### config.mk
export PLATFORM = sky130hd
export DESIGN_NAME = dpt_ctrl
export DESIGN_NICKNAME = d
export VERILOG_FILES = /design/src/sv/dpt_pkg.sv /design/src/sv/dpt_ctrl.sv
export SDC_FILE = /design/constraint.sdc
export NUM_CORES = 1
export LEC_CHECK = 0
export BUFFER_PORTS_ARGS = -buffer_cell sky130_fd_sc_hd__buf_2
export CORE_MARGIN = 2
export CORE_UTILIZATION = 50
export DETAILED_ROUTE_END_ITERATION = 10
export PLACE_DENSITY = 0.74
export SLEW_MARGIN = 40
export SYNTH_ARGS = -nofsm -noshare
export SYNTH_HDL_FRONTEND = slang
export SYNTH_SLANG_ARGS = --single-unit
### constraint.sdc
create_clock -name clock -period 2.9 [get_ports clock]
set_input_delay 0.145 -clock clock [delete_from_list [all_inputs] [get_ports clock]]
set_output_delay 0.145 -clock clock [all_outputs]
set_load 0.005 [all_outputs]
### src/sv/dpt_pkg.sv
// package for density point thinning: sizes, controller states and
// the command and status structs between controller and datapath
// no dependencies
`default_nettype none
package dpt_pkg;
   localparam int MaxPoints  = 64;
   localparam int IdxW       = $clog2(MaxPoints);
   localparam int TotW       = $clog2(MaxPoints + 1);
   localparam int CoordW     = 16;
   localparam int LayerW     = 4;
   localparam int CntW       = 6;
   localparam int RadW       = 12;
   localparam int CsrIdxW    = 1;
   localparam int CsrDataW   = 12;
   localparam logic [CsrIdxW-1:0] CSR_RADIUS = 1'd0;
   localparam logic [CsrIdxW-1:0] CSR_MAXCNT = 1'd1;
   localparam logic [CntW-1:0] CountMax = '1;

   typedef enum logic [2:0] {
      ST_LOAD, ST_PAIR, ST_SORT, ST_VISIT, ST_DEC, ST_EMIT
   } state_type;

   typedef struct packed {
      logic            load;     // write req point at load index
      logic            clr_nbr;  // clear neighbour row i before pair sweep
      logic            pair;     // compare point i with point j
      logic            pair_end; // store count of row i
      logic            sort;     // append i to order if count == c
      logic            visit;    // read order[k], test removal
      logic            dec;      // decrement neighbour j of victim
      logic            emit;     // present point i
      logic            emit_last;
      logic [IdxW-1:0] i;
      logic [IdxW-1:0] j;
      logic [CntW-1:0] c;
      logic [IdxW-1:0] k;
   } cmd_type;

   typedef struct packed {
      logic            remove;   // visited point becomes removed
      logic [IdxW-1:0] victim;
   } stat_type;
endpackage
`default_nettype wire

### src/sv/dpt_ctrl.sv
// controller: load counting, pair sweep, counting sort, greedy visit, emit
// depends on dpt_pkg
`default_nettype none
module dpt_ctrl import dpt_pkg::*; (
   input  wire logic        clock,
   input  wire logic        reset,
   input  wire logic        start,
   input  wire logic        req_last,
   input  wire stat_type    stat,
   output cmd_type          cmd,
   output logic             busy,
   output logic [IdxW-1:0]  load_idx,
   output logic             overflow_seen
);
   state_type       state_ff, state_in;
   logic [TotW-1:0] total_ff, total_in;
   logic            ovf_ff, ovf_in;
   logic [IdxW-1:0] i_ff, i_in, j_ff, j_in, k_ff, k_in;
   logic [CntW-1:0] c_ff, c_in;
   logic [1:0]      ph_ff, ph_in;
   logic [1:0]      ph_last;
   logic            exec;
   logic [IdxW-1:0] last_idx;
   logic            acc;

   assign acc           = start && !busy;
   assign load_idx      = total_ff[IdxW-1:0];
   assign overflow_seen = ovf_ff;
   assign last_idx      = IdxW'(total_ff - 1'b1);

   always_ff @(posedge clock) begin
      if (reset) begin
         state_ff <= ST_LOAD;
         total_ff <= '0;
         ovf_ff   <= 1'b0;
         ph_ff    <= '0;
         i_ff <= '0; j_ff <= '0; k_ff <= '0; c_ff <= '0;
      end else begin
         state_ff <= state_in;
         total_ff <= total_in;
         ovf_ff   <= ovf_in;
         ph_ff    <= ph_in;
         i_ff <= i_in; j_ff <= j_in; k_ff <= k_in; c_ff <= c_in;
      end
   end

   always_comb begin
      state_in = state_ff;
      total_in = total_ff;
      ovf_in   = ovf_ff;
      i_in = i_ff; j_in = j_ff; k_in = k_ff; c_in = c_ff;
      cmd = '0;
      cmd.i = i_ff; cmd.j = j_ff; cmd.c = c_ff; cmd.k = k_ff;
      busy = (state_ff != ST_LOAD);
      // each step reads in its early cycles and acts in its last one
      ph_last = ((state_ff == ST_PAIR) || (state_ff == ST_VISIT)) ? 2'd2 : 2'd1;
      exec    = (ph_ff == ph_last);
      ph_in   = exec ? 2'd0 : ph_ff + 2'd1;
      unique case (state_ff)
         ST_LOAD: begin
            ph_in = '0;
            if (acc) begin
               if (total_ff < TotW'(MaxPoints)) begin
                  cmd.load = 1'b1;
                  total_in = total_ff + 1'b1;
               end else begin
                  ovf_in = 1'b1;
               end
               if (req_last) begin
                  state_in = ST_PAIR;
                  i_in = '0; j_in = '0;
                  cmd.clr_nbr = 1'b1;
               end
            end
         end
         ST_PAIR: begin
            if (exec) begin
               cmd.pair = 1'b1;
               if (j_ff == last_idx) begin
                  cmd.pair_end = 1'b1;
                  cmd.clr_nbr  = 1'b1;
                  j_in = '0;
                  if (i_ff == last_idx) begin
                     state_in = ST_SORT;
                     i_in = '0; c_in = CountMax;
                  end else begin
                     i_in = i_ff + 1'b1;
                  end
               end else begin
                  j_in = j_ff + 1'b1;
               end
            end
         end
         ST_SORT: begin
            if (exec) begin
               cmd.sort = 1'b1;
               if (i_ff == last_idx) begin
                  i_in = '0;
                  if (c_ff == '0) begin
                     state_in = ST_VISIT;
                     k_in = '0;
                  end else begin
                     c_in = c_ff - 1'b1;
                  end
               end else begin
                  i_in = i_ff + 1'b1;
               end
            end
         end
         ST_VISIT: begin
            if (exec) begin
               cmd.visit = 1'b1;
               if (stat.remove) begin
                  state_in = ST_DEC;
                  j_in = '0;
               end else if (k_ff == last_idx) begin
                  state_in = ST_EMIT;
                  i_in = '0;
               end else begin
                  k_in = k_ff + 1'b1;
               end
            end
         end
         ST_DEC: begin
            if (exec) begin
               cmd.dec = 1'b1;
               if (j_ff == last_idx) begin
                  if (k_ff == last_idx) begin
                     state_in = ST_EMIT;
                     i_in = '0;
                  end else begin
                     state_in = ST_VISIT;
                     k_in = k_ff + 1'b1;
                  end
               end else begin
                  j_in = j_ff + 1'b1;
               end
            end
         end
         ST_EMIT: begin
            if (exec) begin
               cmd.emit = 1'b1;
               if (i_ff == last_idx) begin
                  cmd.emit_last = 1'b1;
                  state_in = ST_LOAD;
                  total_in = '0;
                  ovf_in   = 1'b0;
               end else begin
                  i_in = i_ff + 1'b1;
               end
            end
         end
         default: state_in = ST_LOAD;
      endcase
   end

   ap_total_bound: assert property (@(posedge clock) disable iff (reset)
      total_ff <= TotW'(MaxPoints)) else $error("point total beyond capacity");
   ap_busy_run: assert property (@(posedge clock) disable iff (reset)
      (acc && req_last) |=> busy) else $error("run did not start");
   ap_emit_clear: assert property (@(posedge clock) disable iff (reset)
      cmd.emit_last |=> (total_ff == '0 && !ovf_ff)) else $error("set not cleared");
   ap_phase_bound: assert property (@(posedge clock) disable iff (reset)
      ph_ff <= 2'd2) else $error("step phase out of range");
endmodule
`default_nettype wire

==> results.toml, run 1 <==
[critical_path]
crit_arrival_ns = 2.92
cp-end-kind = "flip-flop"
required_ns = 3.04
worstPathMaxFanout = 8
crit_type = "flip-flop to flip-flop"
start_kind = "flip-flop"

[grt]
grt_max_degree = 38
first_global_vias = 2549
grt_first_pass_wirelength_mm = 11.9
gr-total-overflow = 0
grt_antenna_before_repair = 0
grt_usage_pct = 24.5

[timing]
min_period_ns = 2.78
grt_setup_unrepaired = "no"
fin_setup_tns_ns = 0
finalSetupViolCount = 0
hold_ws_ns = 0.168
max_freq_mhz = 360
slew_viol_final = 0
period_share_pct = 95.7
slew_headroom_pct = 54.4
finalClockSkew_ns = 0.00486
finalHoldViolCount = 0
worst_slew_pin_slew_ns = 0.683

[pwr]
clkPwrFrac_pct = 19.0
swShare_pct = 39.2
ir_worst_vdd_mv = 0.335
p_int_uw = 1200
seqPwrFrac_pct = 29.8
p_per_area_nw_per_um2 = 617
p_leak_uw = 0.00134
p_comb_share_pct = 51.2
switching_power_uw = 775

[drt]
route.detailed.drc = 0
via_per_inst = 5.82
dr.first_iter.drc_count = 188
vias = 2681
first_pass_iters = 5
drt_wl_total_mm = 6.93
drt-wirelength-per-cell_um = 15.0
final_antenna_net_count = 0

[cells_and_area]
finalNonFillerCells = 461
design_area_um2 = 3200
final_cell_mix = "buf_2, nor2_1, dfxtp_1, a21oi_1, buf_4"
area_growth_pct = 19.4
fillCellCount = 503
nNetsFinal = 409
antennaDiodeCount = 0
layout_commonest_cell = "buf_2"
drive_gt1_share_pct = 25.1

[cts]
cts_tree = "built"
clock_latency_ns = 0.29
path_clk_slew_ns = 0.08
cts-root-buf = "clkbuf_8"
cts.sink_count = 37
cts_buffers = 5
clockBufferDepth = 2
htree_levels = 2

[place]
portBuffers = 45
post-dp-hpwl_mm = 4.93
dp.cells = 452
place_area_um2 = 3030
gp_congestion = 0.929

[floorplanning]
rows = 26
die_x_um = 77.2
die_area_um2 = 5970
dieHeight_um = 77.2
initial_core_util_pct = 52.2
core_area_um2 = 5140
num_io_pins = 52

[yosys]
syn_nets = 358
synthFlopType = "dfxtp_1"
synth_edf_count = 0
synth_cells = 340
ys_seq_elements = 37
async_reset_ff_share_pct = 0
synthDistinctLibCells = 64
synth.avg_cell_area_um2 = 7.89
synth_area_um2 = 2680
yosysWarnings = 0
seq_area_frac_synth_pct = 27.6

[run_status]
status = "finished clean"

[job]
maxCapViolCount = 0

[worst_hold_path]
hp-class = "input pin to flip-flop"
==> kinds of logic (layout without fill, tap and decap cells) <==
| group | count (synthesis) | in the layout | share of synthesized area (%) |
|---|---|---|---|
| compound gates | 86 | 86 | 21.8 |
| mux | 2 | 2 | 0.746 |
| simple gates | 138 | 138 | 28.5 |
| flops | 37 | 37 | 27.6 |
| fa+ha+maj | 7 | 7 | 3.26 |
| buf+inv | 44 | 95 | 7.51 |
| xor+xnor | 26 | 26 | 10.6 |
==> synth_stat cells (3+ instances only) <==
library cell	n	area (um^2)
a311oi_1	4	35.0
dfxtp_1	37	741
xor2_1	9	78.8
o32ai_1	4	35.0
inv_1	19	71.3
and3_1	4	25.0
nor2_1	36	135
and2_1	4	25.0
nand2b_1	6	37.5
buf_2	5	25.0
or3_1	9	56.3
ha_1	7	87.6
xnor3_1	3	67.6
clkbuf_1	11	41.3
nor2b_1	13	81.3
buf_4	6	45.0
xnor2_1	13	114
a21oi_1	27	135
a31oi_1	5	31.3
o21ai_0	12	60.1
nand4_1	3	18.8
nand3b_1	4	30.0
o21ai_1	6	30.0
or4_1	3	22.5
nor3_1	12	60.1
nand3_1	14	70.1
nand2_1	18	67.6
==> final timing paths <==
check         startpoint       endpoint  slack [ns]  cells after the start
max          total_ff[0]        i_ff[2]        0.12                     11
min                start  overflow_seen        0.17                      3
max reg2reg  total_ff[0]        i_ff[2]        0.12                     11
min reg2reg     ph_ff[0]       ph_ff[0]        0.49                      1
==> per-stage QoR <==
step,setup WS (ns),utilization [%],power (uW)
floorplan,0.0799,-,1240
global placement,0.0909,59.0,1490
detailed placement,0.0418,59.0,1500
CTS,0.0203,60.6,1890
global route,0.00228,62.3,2110
finish,0.125,62.3,1970
==> registers in the layout (all words and copies together), names as in the netlist <==
register	cells
state_ff	3
j_ff	6
overflow_seen	1
ph_ff	2
i_ff	6
k_ff	6
c_ff	6
total_ff	7
==> repair_timing <==
item                       in CTS  in global routing
hold endpoints to repair        0                  0
setup buffers                   0                  3
resized for setup               0                 16
setup endpoints to repair       0                 23
hold buffers                    0                  0
==> metal layers <==
layer / routed length [um] / GRT usage [%]
met1: 3160 / 31.9
met2: 3230 / 39.6
met3: 390 / 5.29
met4: 147 / 9.82
met5: 0 / 0
==> layout make-up <==
| cell class | count | area [um^2] | area share (%) |
|---|---|---|---|
| clock buffer | 7 | 86.3 | 2.70 |
| inverter | 19 | 71.3 | 2.23 |
| multi-input combinational | 259 | 1810 | 56.4 |
| sequential | 37 | 744 | 23.3 |
| tap | 70 | 87.6 | 2.74 |
| timing repair buffer | 69 | 405 | 12.7 |
==> worst max-delay path: stages (launching register included) <==
cell and delay, ns:
dfxtp_2 0.32, buf_4 0.18, nor3_4 0.24, nor3b_4 0.24
buf_4 0.15, xor3_1 0.20, a311o_2 0.45, o2bb2ai_1 0.19
o31ai_4 0.30, buf_4 0.20, or4_1 0.10, a21oi_1 0.06
==> power groups by stage <==
stage	Sequential [uW]	Clock, uW	Combinational (uW)
finish	588	376	1010
detailed placement	595	0	909
global placement	594	0	897
global route	594	406	1110
floorplan	582	0	660
CTS	583	386	917
Note: power is estimated with default switching activity, not from simulation.
==> run 2, diff against run 1 <==
--- a/config.mk
+++ b/config.mk
@@ -7,9 +7,9 @@
 export LEC_CHECK = 0
 export BUFFER_PORTS_ARGS = -buffer_cell sky130_fd_sc_hd__buf_2
 export CORE_MARGIN = 2
-export CORE_UTILIZATION = 50
+export CORE_UTILIZATION = 55
 export DETAILED_ROUTE_END_ITERATION = 10
-export PLACE_DENSITY = 0.74
+export PLACE_DENSITY = 0.77
 export SLEW_MARGIN = 40
 export SYNTH_ARGS = -nofsm -noshare
 export SYNTH_HDL_FRONTEND = slang
==> constraint.sdc (replaced) <==
create_clock -name clock -period 3.4 [get_ports clock]
set_input_delay 0.17 -clock clock [delete_from_list [all_inputs] [get_ports clock]]
set_output_delay 0.17 -clock clock [all_outputs]
set_load 0.005 [all_outputs]
==> run 2 against run 1 <==
Effect of this change: power fell by 23%; global-route usage fell by 0.49 points; count of clock-buffer cells in the layout fell by 2; non-clock buffer count fell by 16; sequential power fell by 12%; critical endpoint is now i_ff[1].
==> results.toml, run 2 (synthesis results as in run 1) <==
[critical_path]
reg2reg_to = "i_ff[1]"
crit_type = "flip-flop to flip-flop"
worstPathMaxFanout = 7
reg2reg_depth = 11
cpMaxStageDelayCell = "o31ai_2"
start_kind = "flip-flop"
cp-end-kind = "flip-flop"
required_ns = 3.55
startpoint = "total_ff[1]"
crit_arrival_ns = 3.28
r2r_start = "total_ff[1]"
cp_num_buf_inv = 2
critical-path-top-delay-family = "compound AO/OA/AOI/OAI gates"
r2r_slack_ns = 0.27
crit_chain = "inv_1 -> ha_1 -> xor2_1 -> nand2_1 -> a2111o_1 -> a311o_2 -> o2bb2ai_1 -> o31ai_2 -> buf_4 -> or3_1 -> a21oi_1"
critPathMaxStageDelay_ns = 0.47

[cts]
cts_resized = 0
clock_latency_ns = 0.29
cts_buffers = 5
post_cts_buffers = 0
cts-root-buf = "clkbuf_8"
cts_tree = "built"
path_clk_slew_ns = 0.08
htree_levels = 2
clockBufferDepth = 2
hold_buffers = 0
cts.sink_count = 37

[drt]
drt_wl_total_mm = 6.37
route.detailed.drc = 0
drt-wirelength-per-cell_um = 14.4
vias = 2561
wl_met3_um = 254
dr_wl_met2_mm = 3.19
via_per_inst = 5.78
final_antenna_net_count = 0
first_pass_iters = 4
wl_met1_mm = 2.88
dr.first_iter.drc_count = 185
routed.top_layer = "met4"

[grt]
grt_first_pass_wirelength_mm = 10.3
first_global_vias = 2246
gr-total-overflow = 0
grt_antenna_before_repair = 0
grt_max_degree = 38
grt_usage_pct = 24.1

[floorplanning]
die_area_um2 = 5450
rows = 25
dieHeight_um = 73.8
num_io_pins = 52
initial_core_util_pct = 56.8
core_area_um2 = 4720
die_x_um = 73.8

[pwr]
p_leak_uw = 0.00124
p_per_area_nw_per_um2 = 508
ir_worst_vdd_mv = 0.398

[cells_and_area]
final_cell_mix = "buf_2, dfxtp_1, nor2_1, a21oi_1, inv_1"
nNetsFinal = 393
antennaDiodeCount = 0
area_growth_pct = 12.4
layout_commonest_cell = "buf_2"
largest_reg_flops = 7
design_area_um2 = 3010
regMostFlops = "total_ff"
drive_gt1_share_pct = 19.7

[job]
maxCapViolCount = 0

[place]
gp_congestion = 0.956
post-dp-hpwl_mm = 4.70
portBuffers = 45
place_area_um2 = 2920

[timing]
slew_headroom_pct = 55.0
worst_slew_pin_slew_ns = 0.670
fin_setup_tns_ns = 0
grt_setup_unrepaired = "no"
slew_viol_final = 0
finalHoldViolCount = 0
finalSetupViolCount = 0
period_share_pct = 92.2
max_freq_mhz = 319
min_period_ns = 3.13
finalClockSkew_ns = 0.00977

[worst_hold_path]
worst_hold_startpoint = "start"
hp-class = "input pin to flip-flop"
worstHoldEndpoint = "overflow_seen"
hold_path_depth = 3

[run_status]
status = "finished clean"
run 2: changes by cell type in the layout (fill, tap and decap cells not counted), sizes merged:
cell	previous run	this run
clkbuf	7	5
buf	69	53
clkinvlp	0	1
clkinv	0	2
run 2: final cells by class:
cell class	count	area (um^2)
multi-input cells	259	1750
fillers	412	1710
flip-flops and latches	37	741
repair buffers	53	285
well taps	67	83.8
inverters	19	71.3
clock buffers	5	68.8
clock inverters	3	17.5
run 2: metal layers:
metal  GRT usage [%]  vias to the layer above
li1                -                     1286
met1            29.7                     1215
met2            42.9                       53
met3            4.53                        7
met4            5.66                        0
met5               0                        -
run 2: per-stage QoR:
step	hold slack (ns)	setup slack [ns]	instances	utilization [%]	power [uW]
after detailed placement	0.473	0.300	435	61.9	1220
after floorplan	0.328	0.580	340	-	1060
after global placement	0.462	0.344	435	61.9	1210
final	0.190	0.266	443	63.8	1530
after global routing	0.208	0.0559	443	63.8	1630
after CTS	0.189	0.274	443	63.7	1530
run 2: where the power goes:
group          internal, uW  leakage (uW)  switching (uW)  total, uW
Sequential              461      0.000299            54.7        516
Combinational           302      0.000898             406        708
Clock                   142     0.0000439             164        306
run 2: worst max path at each step:
stage	to	cells after the start
finish	i_ff[1]	11
global route	i_ff[3]	11
CTS	i_ff[1]	11
detailed placement	i_ff[1]	11
global placement	i_ff[2]	11
floorplan	state_ff[2]	11
run 2: worst reg2reg max path, cell delays in order, from the launching register on:
cell	delay, ns
dfxtp_1	0.44
inv_1	0.11
ha_1	0.34
xor2_1	0.16
nand2_1	0.07
a2111o_1	0.38
a311o_2	0.46
o2bb2ai_1	0.18
o31ai_2	0.47
buf_4	0.23
or3_1	0.11
a21oi_1	0.06
==> run 3, diff against run 2 <==
--- a/config.mk
+++ b/config.mk
@@ -7,9 +7,9 @@
 export LEC_CHECK = 0
 export BUFFER_PORTS_ARGS = -buffer_cell sky130_fd_sc_hd__buf_2
 export CORE_MARGIN = 2
-export CORE_UTILIZATION = 55
+export CORE_UTILIZATION = 52
 export DETAILED_ROUTE_END_ITERATION = 10
-export PLACE_DENSITY = 0.77
+export PLACE_DENSITY = 0.74
 export SLEW_MARGIN = 40
 export SYNTH_ARGS = -nofsm -noshare
 export SYNTH_HDL_FRONTEND = slang
==> run 3 against run 2 <==
Effect of this change: highest routed layer unchanged; fmax grew 3.4%; cell area is essentially flat; combinational power grew 1%; largest cell class unchanged; hold slack gained 0.013 ns.
==> results.toml, run 3 (synthesis results as in run 1) <==
[timing]
finalClockSkew_ns = 0.00431
finalHoldViolCount = 0
finalSetupViolCount = 0
period_share_pct = 89.2
worst_slack_ns = 0.369
grt_setup_unrepaired = "no"
slew_viol_final = 0
fin_setup_tns_ns = 0
min_period_ns = 3.03
slew_headroom_pct = 54.3
worst_slew_pin_slew_ns = 0.685
max_freq_mhz = 330
hold_ws_ns = 0.203

[critical_path]
crit_end = "i_ff[4]"
crit_arrival_ns = 3.24
startpoint = "total_ff[1]"
worstPathMaxFanout = 5
reg2reg_depth = 11
r2r_slack_ns = 0.37
crit_type = "flip-flop to flip-flop"
required_ns = 3.61
start_kind = "flip-flop"
reg2reg_to = "i_ff[4]"
r2r_start = "total_ff[1]"
cp-end-kind = "flip-flop"

[worst_hold_path]
hold_path_depth = 3
hp-class = "input pin to flip-flop"

[pwr]
p_leak_uw = 0.00123
total_power_uw = 1530
p_per_area_nw_per_um2 = 507
ir_worst_vdd_mv = 0.345

[floorplanning]
core_area_um2 = 5040
die_x_um = 75.8
die_area_um2 = 5750
num_io_pins = 52
initial_core_util_pct = 53.2
rows = 26
dieHeight_um = 75.8

[place]
pre_cts_slack_ns = 0.217
portBuffers = 45
gp_congestion = 0.914
post-dp-hpwl_mm = 4.78
place_area_um2 = 2920

[cts]
cts_buffers = 5
clock_latency_ns = 0.29
post_cts_buffers = 0
path_clk_slew_ns = 0.07
cts_tree = "built"
cts_resized = 0
clockBufferDepth = 2
cts-root-buf = "clkbuf_8"
htree_levels = 2
hold_buffers = 0
cts.sink_count = 37

[drt]
first_pass_iters = 4
vias = 2586
drt_wl_total_mm = 6.55
dr.first_iter.drc_count = 176
route.detailed.drc = 0
via_per_inst = 5.81
final_antenna_net_count = 0
drt-wirelength-per-cell_um = 14.7

[job]
maxCapViolCount = 0

[cells_and_area]
area_growth_pct = 12.3
layout_commonest_cell = "buf_2"
drive_gt1_share_pct = 18.7
antennaDiodeCount = 0
design_area_um2 = 3010
regMostFlops = "total_ff"
largest_reg_flops = 7
nNetsFinal = 392
final_cell_mix = "buf_2, dfxtp_1, nor2_1, a21oi_1, inv_1"

[grt]
grt_antenna_before_repair = 0
gr-total-overflow = 0
grt_usage_pct = 23.9
first_global_vias = 2260
grt_max_degree = 38
grt_first_pass_wirelength_mm = 10.5

[run_status]
status = "finished clean"
## run 3: how the worst min path moves through the flow
stage	start	to	slack [ns]
finish	start	overflow_seen	0.20
global route	start	overflow_seen	0.23
CTS	start	overflow_seen	0.19
detailed placement	ph_ff[0]	ph_ff[0]	0.49
global placement	ph_ff[0]	ph_ff[0]	0.47
floorplan	start	overflow_seen	0.33
## run 3: layout make-up
class                   instances  area [um^2]
flip-flops and latches         37          741
multi-input cells             259         1760
fillers                       493         2030
well taps                      70         87.6
clock buffers                   8         80.1
repair buffers                 52          278
inverters                      19         71.3
## run 3: per-layer routing
| metal | track usage, % | up-vias | wire [um] |
|---|---|---|---|
| met1 | 31.1 | 1229 | 3070 |
| li1 | - | 1283 | - |
| met2 | 40.1 | 70 | 3140 |
| met4 | 7.02 | 0 | 48 |
| met5 | 0 | - | 0 |
| met3 | 4.37 | 4 | 294 |
## run 3: stage by stage
step                std cells  utilization, %
finish                    445            59.8
global route              445            59.8
CTS                       445            59.5
detailed placement        437            57.9
global placement          437            57.9
floorplan                 340               -
## run 3: power by group
part	internal (uW)	total (uW)	switching, uW
sequential	461	517	56.2
combinational	307	715	408
clock	146	296	151
## run 3: critical path, stage by stage (launching register included)
cell,delay [ns]
dfxtp_1,0.45
inv_1,0.12
ha_1,0.33
buf_4,0.17
xnor2_1,0.12
a211oi_1,0.23
nand4_1,0.28
nor3_1,0.33
o31ai_2,0.17
buf_4,0.17
or4_1,0.46
a21oi_1,0.13
